File: config.mk
export PLATFORM = sky130hd
export DESIGN_NAME = wts_front
export DESIGN_NICKNAME = d
export VERILOG_FILES = /design/src/rtl/wts_pkg.sv /design/src/rtl/wts_front.sv
export SDC_FILE = /design/constraint.sdc
export NUM_CORES = 1
export LEC_CHECK = 0
export BUFFER_PORTS_ARGS = -buffer_cell sky130_fd_sc_hd__buf_2
export CORE_ASPECT_RATIO = 0.6
export CORE_UTILIZATION = 35
export CTS_CLUSTER_DIAMETER = 150
export DETAILED_ROUTE_END_ITERATION = 10
export MAX_ROUTING_LAYER = met4
export PLACE_DENSITY_LB_ADDON = 0.25
export RECOVER_POWER = 25
export SETUP_SLACK_MARGIN = 0.2
export SLEW_MARGIN = 15
export SYNTH_ARGS = -nofsm -noshare
export SYNTH_HDL_FRONTEND = slang
export SYNTH_SLANG_ARGS = --single-unit
File: constraint.sdc
create_clock -name clk_i -period 16.75 [get_ports clk_i]
set_input_delay 3.35 -clock clk_i [delete_from_list [all_inputs] [get_ports clk_i]]
set_output_delay 3.35 -clock clk_i [all_outputs]
set_load 0.1 [all_outputs]
File: src/rtl/wts_pkg.sv
// shared types, codes and sizes of the weighted table sampler
`timescale 1ns / 1ps
`default_nettype none

package wts_pkg;

  // sizes of the map and the value store
  localparam int MAX_ENTRIES   = 16;
  localparam int VALUE_SLOTS   = 256;
  localparam int VALUE_BITS    = 32;
  localparam int FRACTION_BITS = 16;

  // field widths
  localparam int OP_W        = 2;
  localparam int SLOT_W      = 8;
  localparam int RUN_COUNT_W = 9;
  localparam int RUN_IDX_W   = 8;
  localparam int ENTRY_IDX_W = $clog2(MAX_ENTRIES);
  localparam int VALUE_AW    = $clog2(VALUE_SLOTS);
  localparam int CFG_W       = 5;
  localparam int APB_DW      = 32;
  localparam int PADDR_W     = 3;

  // run index divider
  localparam int PROD_W = FRACTION_BITS + RUN_COUNT_W;
  localparam int DSR_W  = FRACTION_BITS + RUN_IDX_W - 1;
  localparam int STEP_W = $clog2(RUN_IDX_W);
  localparam logic [STEP_W-1:0] DIV_LAST = STEP_W'(RUN_IDX_W - 1);
  localparam logic [RUN_COUNT_W-1:0] RUN_LIMIT = RUN_COUNT_W'(256);

  // operation codes
  localparam logic [OP_W-1:0] OP_WRITE_ENTRY = 2'd0;
  localparam logic [OP_W-1:0] OP_WRITE_SLOT  = 2'd1;
  localparam logic [OP_W-1:0] OP_SAMPLE      = 2'd2;

  // register index (byte address bit 2)
  localparam logic REG_ENTRY_COUNT = 1'b0;
  localparam logic [CFG_W-1:0] ENTRY_COUNT_RESET = CFG_W'(1);

  // queue between front and back
  localparam int QDEPTH = 2;
  localparam int QPTR_W = $clog2(QDEPTH);
  localparam int QCNT_W = $clog2(QDEPTH + 1);

  typedef struct packed {
    logic [OP_W-1:0]          op;
    logic [SLOT_W-1:0]        slot;
    logic [FRACTION_BITS-1:0] weight;
    logic [SLOT_W-1:0]        run_base;
    logic [RUN_COUNT_W-1:0]   run_count;
    logic [VALUE_BITS-1:0]    data_value;
    logic [FRACTION_BITS-1:0] random_fraction;
  } in_item_t;

  typedef struct packed {
    logic [VALUE_BITS-1:0]  chosen_value;
    logic [ENTRY_IDX_W-1:0] chosen_entry;
    logic [RUN_IDX_W-1:0]   run_index;
    logic                   fell_through;
  } out_item_t;

  typedef enum logic [1:0] {
    K_ENTRY,
    K_SLOT,
    K_SAMPLE
  } kind_e;

  typedef struct packed {
    kind_e    kind;
    in_item_t data;
  } q_item_t;

  typedef struct packed {
    logic    valid;
    q_item_t item;
  } queue_t;

  typedef enum logic [2:0] {
    B_IDLE,
    B_WALK,
    B_SETUP,
    B_DIV,
    B_READ,
    B_DONE
  } back_state_e;

endpackage

`default_nettype wire

File: src/rtl/wts_front.sv
// input side: accepts transactions, classifies them and queues the useful ones
`timescale 1ns / 1ps
`default_nettype none

module wts_front import wts_pkg::*; (
  input  logic     clk_i,
  input  logic     rst_ni,
  input  logic     in_valid_i,
  output logic     in_stall_o,
  input  in_item_t in_item_i,
  output queue_t   queue_o,
  input  logic     pop_i
);

  q_item_t           q_mem_q [QDEPTH];
  logic [QPTR_W-1:0] wr_ptr_q, wr_ptr_d;
  logic [QPTR_W-1:0] rd_ptr_q, rd_ptr_d;
  logic [QCNT_W-1:0] count_q, count_d;
  logic              keep;
  kind_e             kind;
  logic              push;

  // drop unused ops and out-of-range writes here
  always_comb begin
    keep = 1'b0;
    kind = K_SAMPLE;
    unique case (in_item_i.op)
      OP_WRITE_ENTRY: begin
        kind = K_ENTRY;
        keep = ({1'b0, in_item_i.slot} < (SLOT_W + 1)'(MAX_ENTRIES));
      end
      OP_WRITE_SLOT: begin
        kind = K_SLOT;
        keep = ({1'b0, in_item_i.slot} < (SLOT_W + 1)'(VALUE_SLOTS));
      end
      OP_SAMPLE: begin
        kind = K_SAMPLE;
        keep = 1'b1;
      end
      default: begin
        keep = 1'b0;
      end
    endcase
  end

  assign in_stall_o = (count_q == QCNT_W'(QDEPTH));
  assign push       = in_valid_i & ~in_stall_o & keep;

  always_comb begin
    wr_ptr_d = push  ? wr_ptr_q + 1'b1 : wr_ptr_q;
    rd_ptr_d = pop_i ? rd_ptr_q + 1'b1 : rd_ptr_q;
    count_d  = count_q + QCNT_W'(push) - QCNT_W'(pop_i);
  end

  always_ff @(posedge clk_i or negedge rst_ni) begin
    if (!rst_ni) begin
      wr_ptr_q <= '0;
      rd_ptr_q <= '0;
      count_q  <= '0;
    end else begin
      wr_ptr_q <= wr_ptr_d;
      rd_ptr_q <= rd_ptr_d;
      count_q  <= count_d;
    end
  end

  always_ff @(posedge clk_i) begin
    if (push) begin
      q_mem_q[wr_ptr_q] <= '{kind: kind, data: in_item_i};
    end
  end

  assign queue_o.valid = (count_q != '0);
  assign queue_o.item  = q_mem_q[rd_ptr_q];

endmodule

`default_nettype wire

# After elaboration in Yosys (flattened, before gate mapping)
# Memory sizes are Yosys's and may differ from the RTL's.
# Cells that the tools add are included.
[word_totals]
regBits = 4
ram_bits = 186
inputBits = 95
out_inout_bits = 95
elab_cells = 22
mem_count = 1
[op_classes]
add_sub_neg = 4
order_cmp = 1
n_eq_ne = 3
mux = 4
bitwise_logic = 3
reduce_logical = 3
[mem_list]
columns = ["memory", "words", "width", "rd", "rd_ports_with_merged_regs", "write_ports", "line", "source"]
rows = [
  ["q_mem_q", 2, 93, 1, 0, 1, "wts_front.sv:15", "q_item_t q_mem_q [QDEPTH];"],
]
[op_table]
columns = ["cell", "n"]
rows = [
  ["8-bit by 5-bit < comparator with 1-bit output, second input constant", 1],
  ["2-bit equality test, second input constant", 2],
  ["2-bit case mux with 2 select lines", 1],
  ["1-bit adder, second input constant", 2],
  ["2-bit by 1-bit adder with 2-bit output", 1],
  ["1-bit AND", 2],
  ["2-bit by 1-bit equality test with 1-bit output, second input constant", 1],
  ["2-bit logical NOT", 1],
  ["1-bit two-way mux", 2],
  ["1-bit case mux with 2 select lines", 1],
  ["2-bit nonzero test", 1],
  ["2-bit OR reduction", 1],
  ["2-bit by 1-bit subtractor with 2-bit output", 1],
  ["1-bit inverter", 1],
]

# Longest topological paths before layout
# Gate-level depths: netlist (run 1).
[depth]
ltp_word = 6
ltp_mapped = 10
ltp_nobuf = 10

# Worst setup path before layout (run 1)
# Ideal clock, no wire load.
[synth_path]
path_kind = "input to register"
from = "in in_item_i[89] (netlist bit)"
to = "mem q_mem_q[0][0] (netlist bit) (enable)"
setup_time_ns = 0.556
arrival_time_ns = 8.163
required_ns = 16.194
path_slack_ns = 8.031
cell_stages = 4
n_path_buf = 0
cell_sequence = "ha_1 > nand2b_1 > nor4_4 > nor2b_1"
[synth_between]
elab_chain_len = 6
word_cells_on_any_way = 8
classes_between = "eq/ne (2); mux (3); bitwise (1); reduce/logical (2)"
[synth_lines]
columns = ["item", "line", "source"]
rows = [
  ["start: declaration", "wts_front.sv:10", "input in_item_t in_item_i,"],
  ["2-bit equality test or 2-bit by 1-bit equality test with 1-bit output (tied branches)", "wts_front.sv:27", "unique case (in_item_i.op)"],
  ["2-bit OR reduction (no line)", "n/a", ""],
  ["1-bit case mux with 2 select lines (*)", "wts_front.sv:27", ""],
  ["1-bit AND (*)", "wts_front.sv:47", "assign push = in_valid_i & ~in_stall_o & keep;"],
  ["1-bit two-way mux (*)", "wts_front.sv:68", "if (push) begin"],
  ["1-bit two-way mux (not written as such) (*)", "wts_front.sv:69", "q_mem_q[wr_ptr_q] <= '{kind: kind, data: in_item_i};"],
  ["end: declaration", "wts_front.sv:15", ""],
]
# Mark *: on every way between the ends. The rest lies on a longest branch, timed or not.

==> results of run 1 <==
-- logic make-up after synthesis --
group | count (synthesis) | synth area share
fa+ha+maj | 5 | 0.00892
compound gates | 1 | 0.000713
simple gates | 9 | 0.0103
mux | 93 | 0.149
flops | 190 | 0.810
buf+inv | 15 | 0.0155
xor+xnor | 4 | 0.00499
-- cell usage in the layout, fill, tap and decap left out --
cell,count
nor2b_4,2
clkinv_4,2
nand2b_1,1
or2_2,1
diode_2,4
clkbuf_1,30
nor4_4,1
inv_1,5
buf_4,4
clkinv_1,4
dfrtp_4,1
a21oi_1,1
xnor2_1,2
mux2_2,93
clkinvlp_4,1
nor2_1,2
bufinv_16,1
edfxtp_1,186
buf_2,161
clkinv_2,4
nor3_1,1
xor2_1,2
inv_6,1
dfrtp_1,3
clkbuf_16,17
ha_1,5
and2_4,1
-- synth_stat cells --
| master | count | area share |
|---|---|---|
| nor2_1 | 2 | 0.0011 |
| mux2_2 | 93 | 0.15 |
| nor3_1 | 1 | 0.00071 |
| nand2b_1 | 1 | 0.00089 |
| buf_2 | 3 | 0.0021 |
| dfrtp_1 | 4 | 0.014 |
| xnor2_1 | 2 | 0.0025 |
| nor2b_1 | 1 | 0.00089 |
| edfxtp_1 | 186 | 0.80 |
| nor2b_4 | 1 | 0.0020 |
| buf_4 | 1 | 0.0011 |
| a21oi_1 | 1 | 0.00071 |
| or2_2 | 1 | 0.00089 |
| and2_1 | 1 | 0.00089 |
| inv_1 | 5 | 0.0027 |
| xor2_1 | 2 | 0.0025 |
| ha_1 | 5 | 0.0089 |
| buf_6 | 6 | 0.0096 |
| nor4_4 | 1 | 0.0030 |
-- worst paths after layout --
path                       slack, ns        endpoint
max                            10.69     queue_o[80]
min                             0.50      count_q[1]
max reg2reg                    14.02  q_mem_q[0][85]
min reg2reg                     0.50      count_q[1]
max in group asynchronous      13.78        rd_ptr_q
min in group asynchronous       2.75      count_q[1]
-- per-layer routing --
| layer | up-vias | global-route usage | share of wire |
|---|---|---|---|
| met5 | - | - | 0 |
| met3 | 13 | 0.0599 | 0.10 |
| met4 | 0 | 0.0545 | 0.012 |
| met1 | 1764 | 0.175 | 0.45 |
| met2 | 141 | 0.199 | 0.43 |
| li1 | 1658 | - | - |
-- cell type report --
type | instances | share of cell area
well taps | 266 | 0.0380
repair buffers | 193 | 0.107
flip-flops and latches | 190 | 0.650
inverters | 5 | 0.00214
clock buffers | 19 | 0.0494
clock inverters | 13 | 0.0113
diodes | 4 | 0.00114
multi-input cells | 112 | 0.141
-- registers in the layout (all words and copies together), names as in the netlist --
| signal | flops |
|---|---|
| rd_ptr_q | 1 |
| count_q | 2 |
| q_mem_q | 186 |
| wr_ptr_q | 1 |
-- critical path, delay by kind of cell (launching register included) --
kind,cells,cell delay (ns)
multiplexers,1,0.31
flip-flops,1,0.82
buffers and inverters,2,1.08
-- per-stage QoR --
stage               cell area [µm²]  setup WS (ns)  cells  utilization  hold WS, ns
CTS                            8780          10.60    798        0.454        0.507
global placement               8250          10.71    766        0.427        0.479
global route                   8760          10.51    802        0.453        0.519
floorplan                      7020           8.03    317            -        0.455
finish                         8760          10.69    802        0.453        0.501
detailed placement             8250          10.67    766        0.427        0.494
==> results.sh, run 1 <==
export IMPL_status="complete, no violations"
export IMPL_tns_ns=0
export IMPL_critPathLaunchType="flip-flop"
export IMPL_fin_skew_ns=0.00667
export IMPL_crit_type="flip-flop to output port"
export IMPL_slew_violations=0
export IMPL_cts_max_level=4
export IMPL_yosysWarnings=0
export IMPL_grt_pass1_wl_mm=20.1
export IMPL_holdBufCountCts=0
export IMPL_grtUsageTotal=0.140
export IMPL_grt_pass1_vias=3759
export IMPL_synth_cell_types=19
export IMPL_crit_chain="buf_4 -> mux2_2 -> buf_2"
export IMPL_regArea_um2=5690
export IMPL_syn_inst=317
export IMPL_cts_tree="done"
export IMPL_drt_wl_total_mm=13.5
export IMPL_finalHoldViolations=0
export IMPL_cts_setup_buffers=0
export IMPL_drt_iter0_drc=136
export IMPL_cp_max_fo=50
export IMPL_cp_arrival_ns=2.71
export IMPL_clk_pin_slew_ns=0.07
export IMPL_setup_viol=0
export IMPL_grt_max_degree=51
export IMPL_rsz0062_at_grt="no"
export IMPL_syn_num_nets=417
export IMPL_fin_nets=619
export IMPL_num_vias=3576
export IMPL_drive_gt1_frac=0.545
export IMPL_antenna_found_initial=4
export IMPL_slew_limit_headroom=0.527
export IMPL_num_rows=39
export IMPL_area_growth_pct=24.8
export IMPL_vias_per_cell=4.46
export IMPL_die_w_um=185
export IMPL_grt_overflow_total=0
export IMPL_drv_cap=0
export IMPL_cts_sinks=190
export IMPL_rr_worst_depth=5
export IMPL_dp_hpwl_mm=9.08
export IMPL_cts_inserted_buffers=17
export IMPL_drt_antenna_violating_nets=0
export IMPL_clk_latency_ns=0.42
export IMPL_whs_path_depth=1
export IMPL_cts_path_max_buffers=2
export IMPL_worstPathRequired_ns=13.40
export IMPL_core_um2=19300
export IMPL_r2r_start="count_q[1]"
export IMPL_period_needed_ns=6.06
export IMPL_ctsResizeCount=0
export IMPL_drc=0
export IMPL_multi_input_area_um2=1230
export IMPL_gp_congestion=0.732
export IMPL_cts_root_buf="clkbuf_16"
export IMPL_fin_crit_sh=0.362
export IMPL_fp_dieH_um=112
export IMPL_hp_class="flip-flop to flip-flop"
export IMPL_fill_cells=1740
export IMPL_max_slew_worst_pin_slew_ns=0.709
export IMPL_max_stage_delay_ns=0.82
export IMPL_wire_per_inst_um=16.9
export IMPL_syn_avg_cell_area_um2=22.1
export IMPL_cp_end_kind="output port"
export IMPL_portBuffers=189
export IMPL_cp_slowest_cell="dfrtp_4"
export IMPL_syn_area_um2=7020
export IMPL_min_from="count_q[1]"
export IMPL_ys_seq_elements=190
export IMPL_firstDrtPassIters=4
export IMPL_start_util=0.363
export IMPL_ys_seq_area_frac=0.810
export IMPL_die_area_um2=20600
export IMPL_io_pin_count=190
export IMPL_max_freq_mhz=165
export IMPL_crit_start="rd_ptr_q"
Power of run 1 is not shown: default switching activity piles up to over one toggle a cycle in this logic, so the estimate is an artifact.
==> run 2, diff against run 1 <==
ABC_AREA = 1   (was default)
clock period = 5.52 ns   (was 16.75 ns; I/O delays follow)
==> run 2 against run 1 <==
Against the previous run:
- register-to-register slack got worse by 11 ns
- core utilization rose by 0.18 points
- wire length fell by 0.78%
- sequential share of layout area fell by 0.26 points
- clock skew rose by 0.0027 ns
- synthesized cell count rose by 1.9%
- global-route usage rose by 0.11 points
- count of clock-buffer cells in the layout did not move
==> results.sh, run 2 <==
export IMPL_worstPathRequired_ns=4.42
export IMPL_max_slew_worst_pin_slew_ns=0.973
export IMPL_die_area_um2=20600
export IMPL_portBuffers=189
export IMPL_fin_skew_ns=0.00940
export IMPL_drt_wl_total_mm=13.4
export IMPL_rr_worst_depth=6
export IMPL_synth_ff_type="edfxtp_1"
export IMPL_cts_max_level=4
export IMPL_cp_end_kind="output port"
export IMPL_status="complete, no violations"
export IMPL_area_growth_pct=25.6
export IMPL_ys_top_cells_by_count="edfxtp_1 (186), mux2_2 (93), inv_1 (8), buf_6 (6), nor2_1 (6)"
export IMPL_gp_congestion=0.723
export IMPL_firstDrtPassIters=4
export IMPL_crit_type="flip-flop to output port"
export IMPL_cp_max_fo=55
export IMPL_die_w_um=185
export IMPL_ys_seq_elements=190
export IMPL_clk_pin_slew_ns=0.06
export IMPL_final_cells=807
export IMPL_dp_cells=773
export IMPL_start_util=0.362
export IMPL_yosys_top_cells_area="edfxtp_1 (80%), mux2_2 (15%), dfrtp_1 (1.4%)"
export IMPL_grt_overflow_total=0
export IMPL_rsz0062_at_grt="no"
export IMPL_cts_setup_buffers=0
export IMPL_syn_inst=323
export IMPL_synth_most_common_cell="edfxtp_1"
export IMPL_async_flop_share=0.0211
export IMPL_num_rows=39
export IMPL_setup_viol=0
export IMPL_syn_num_nets=423
export IMPL_fin_crit_sh=0.651
export IMPL_yosysTopAreaCell="edfxtp_1"
export IMPL_cts_path_max_buffers=2
export IMPL_cts_tree="done"
export IMPL_yosysTopAreaCellShare=0.798
export IMPL_syn_area_um2=7000
export IMPL_slew_violations=0
export IMPL_largestRegisters="q_mem_q x186, count_q x2"
export IMPL_holdBufCountCts=0
export IMPL_ctsResizeCount=0
export IMPL_cts_root_buf="clkbuf_16"
export IMPL_cts_inserted_buffers=17
export IMPL_syn_avg_cell_area_um2=21.7
export IMPL_drv_cap=0
export IMPL_cp_arrival_ns=2.49
export IMPL_drive_gt1_frac=0.541
export IMPL_antenna_found_initial=3
export IMPL_grtUsageTotal=0.141
export IMPL_drc=0
export IMPL_num_vias=3516
export IMPL_wire_per_inst_um=16.6
export IMPL_tns_ns=0
export IMPL_fp_dieH_um=112
export IMPL_hp_class="flip-flop to flip-flop"
export IMPL_synth_edf_count=186
export IMPL_clk_latency_ns=0.43
export IMPL_dp_hpwl_mm=8.95
export IMPL_vias_per_cell=4.36
export IMPL_drt_iter0_drc=202
export IMPL_yosysWarnings=0
export IMPL_final_common_cell="edfxtp_1"
export IMPL_fin_nets=626
export IMPL_max_freq_mhz=278
export IMPL_layout_common_cells="edfxtp_1 (186), buf_2 (161), mux2_2 (93)"
export IMPL_grt_max_degree=73
export IMPL_drt_antenna_violating_nets=0
export IMPL_slew_limit_headroom=0.351
export IMPL_ys_seq_area_frac=0.812
export IMPL_grt_pass1_wl_mm=20.6
export IMPL_largest_register="q_mem_q"
export IMPL_finalHoldViolations=0
export IMPL_critPathLaunchType="flip-flop"
export IMPL_core_um2=19300
export IMPL_synth_cell_types=14
export IMPL_cts_sinks=190
export IMPL_largest_reg_flops=186
export IMPL_whs_path_depth=2
export IMPL_io_pin_count=190
export IMPL_grt_pass1_vias=3778
export IMPL_period_needed_ns=3.60
[run 2: cell count changes after synthesis, moves of 2 or more]
| cell | change |
|---|---|
| inv_1 | +3 |
| nor2_1 | +4 |
| nand2_1 | +5 |
| nand3_1 | +2 |
[run 2: cell type report]
| class | count | area [µm²] |
|---|---|---|
| Sequential cell | 190 | 5690 |
| Antenna cell | 3 | 7.51 |
| Timing Repair Buffer | 194 | 948 |
| Clock inverter | 12 | 146 |
| Clock buffer | 19 | 433 |
| Inverter | 8 | 32.5 |
| Multi-Input combinational cell | 115 | 1200 |
| Fill cell | 1749 | 10500 |
| Tap cell | 266 | 333 |
[run 2: path summary, 6_finish.rpt]
kind	from	to	slack, ns
min in group asynchronous	rst_ni	wr_ptr_q	0.50
hold reg to reg	wr_ptr_q	wr_ptr_q	0.47
hold / removal	wr_ptr_q	wr_ptr_q	0.47
max in group asynchronous	rst_ni	rd_ptr_q	4.80
setup / recovery	rd_ptr_q	queue_o[25]	1.92
setup reg to reg	count_q[1]	q_mem_q[0][20]	3.18
[run 2: worst max-delay path: stages (launching register included)]
cell	delay (ns)
dfrtp_4	0.91
buf_4	0.40
mux2_2	0.41
buf_2	0.30
[run 2: per-stage QoR]
stage          area [µm²]  utilization  hold WS [ns]  worst slack (ns)
6_report             8790        0.455         0.470              1.92
5_1_grt              8790        0.455         0.490              1.77
4_1_cts              8820        0.456         0.448              1.85
3_5_place_dp         8240        0.426         0.459              2.10
3_3_place_gp         8240        0.426         0.477              2.15
2_1_floorplan        7000            -         0.442              1.06
[run 2: logic make-up (layout without fill, tap and decap cells)]
group         count (synthesis)  after routing  synth area share
simple gates                 14             14           0.00822
buf+inv                      18            233            0.0172
xor+xnor                      3              3           0.00375
fa+ha+maj                     5              5           0.00894
flops                       190            190             0.812
other cells                   0              3                 0
mux                          93             93             0.150
[run 2: metal layers]
metal  share of wire  vias to the layer above  global-route usage  routed length, µm
met1            0.48                     1697               0.190               6460
li1                -                     1665                   -                  -
met5               0                        -                   -                  0
met3           0.092                       16              0.0582               1230
met2            0.41                      138               0.187               5550
met4           0.013                        0              0.0533                180
Power of run 2 is left out for the same reason.
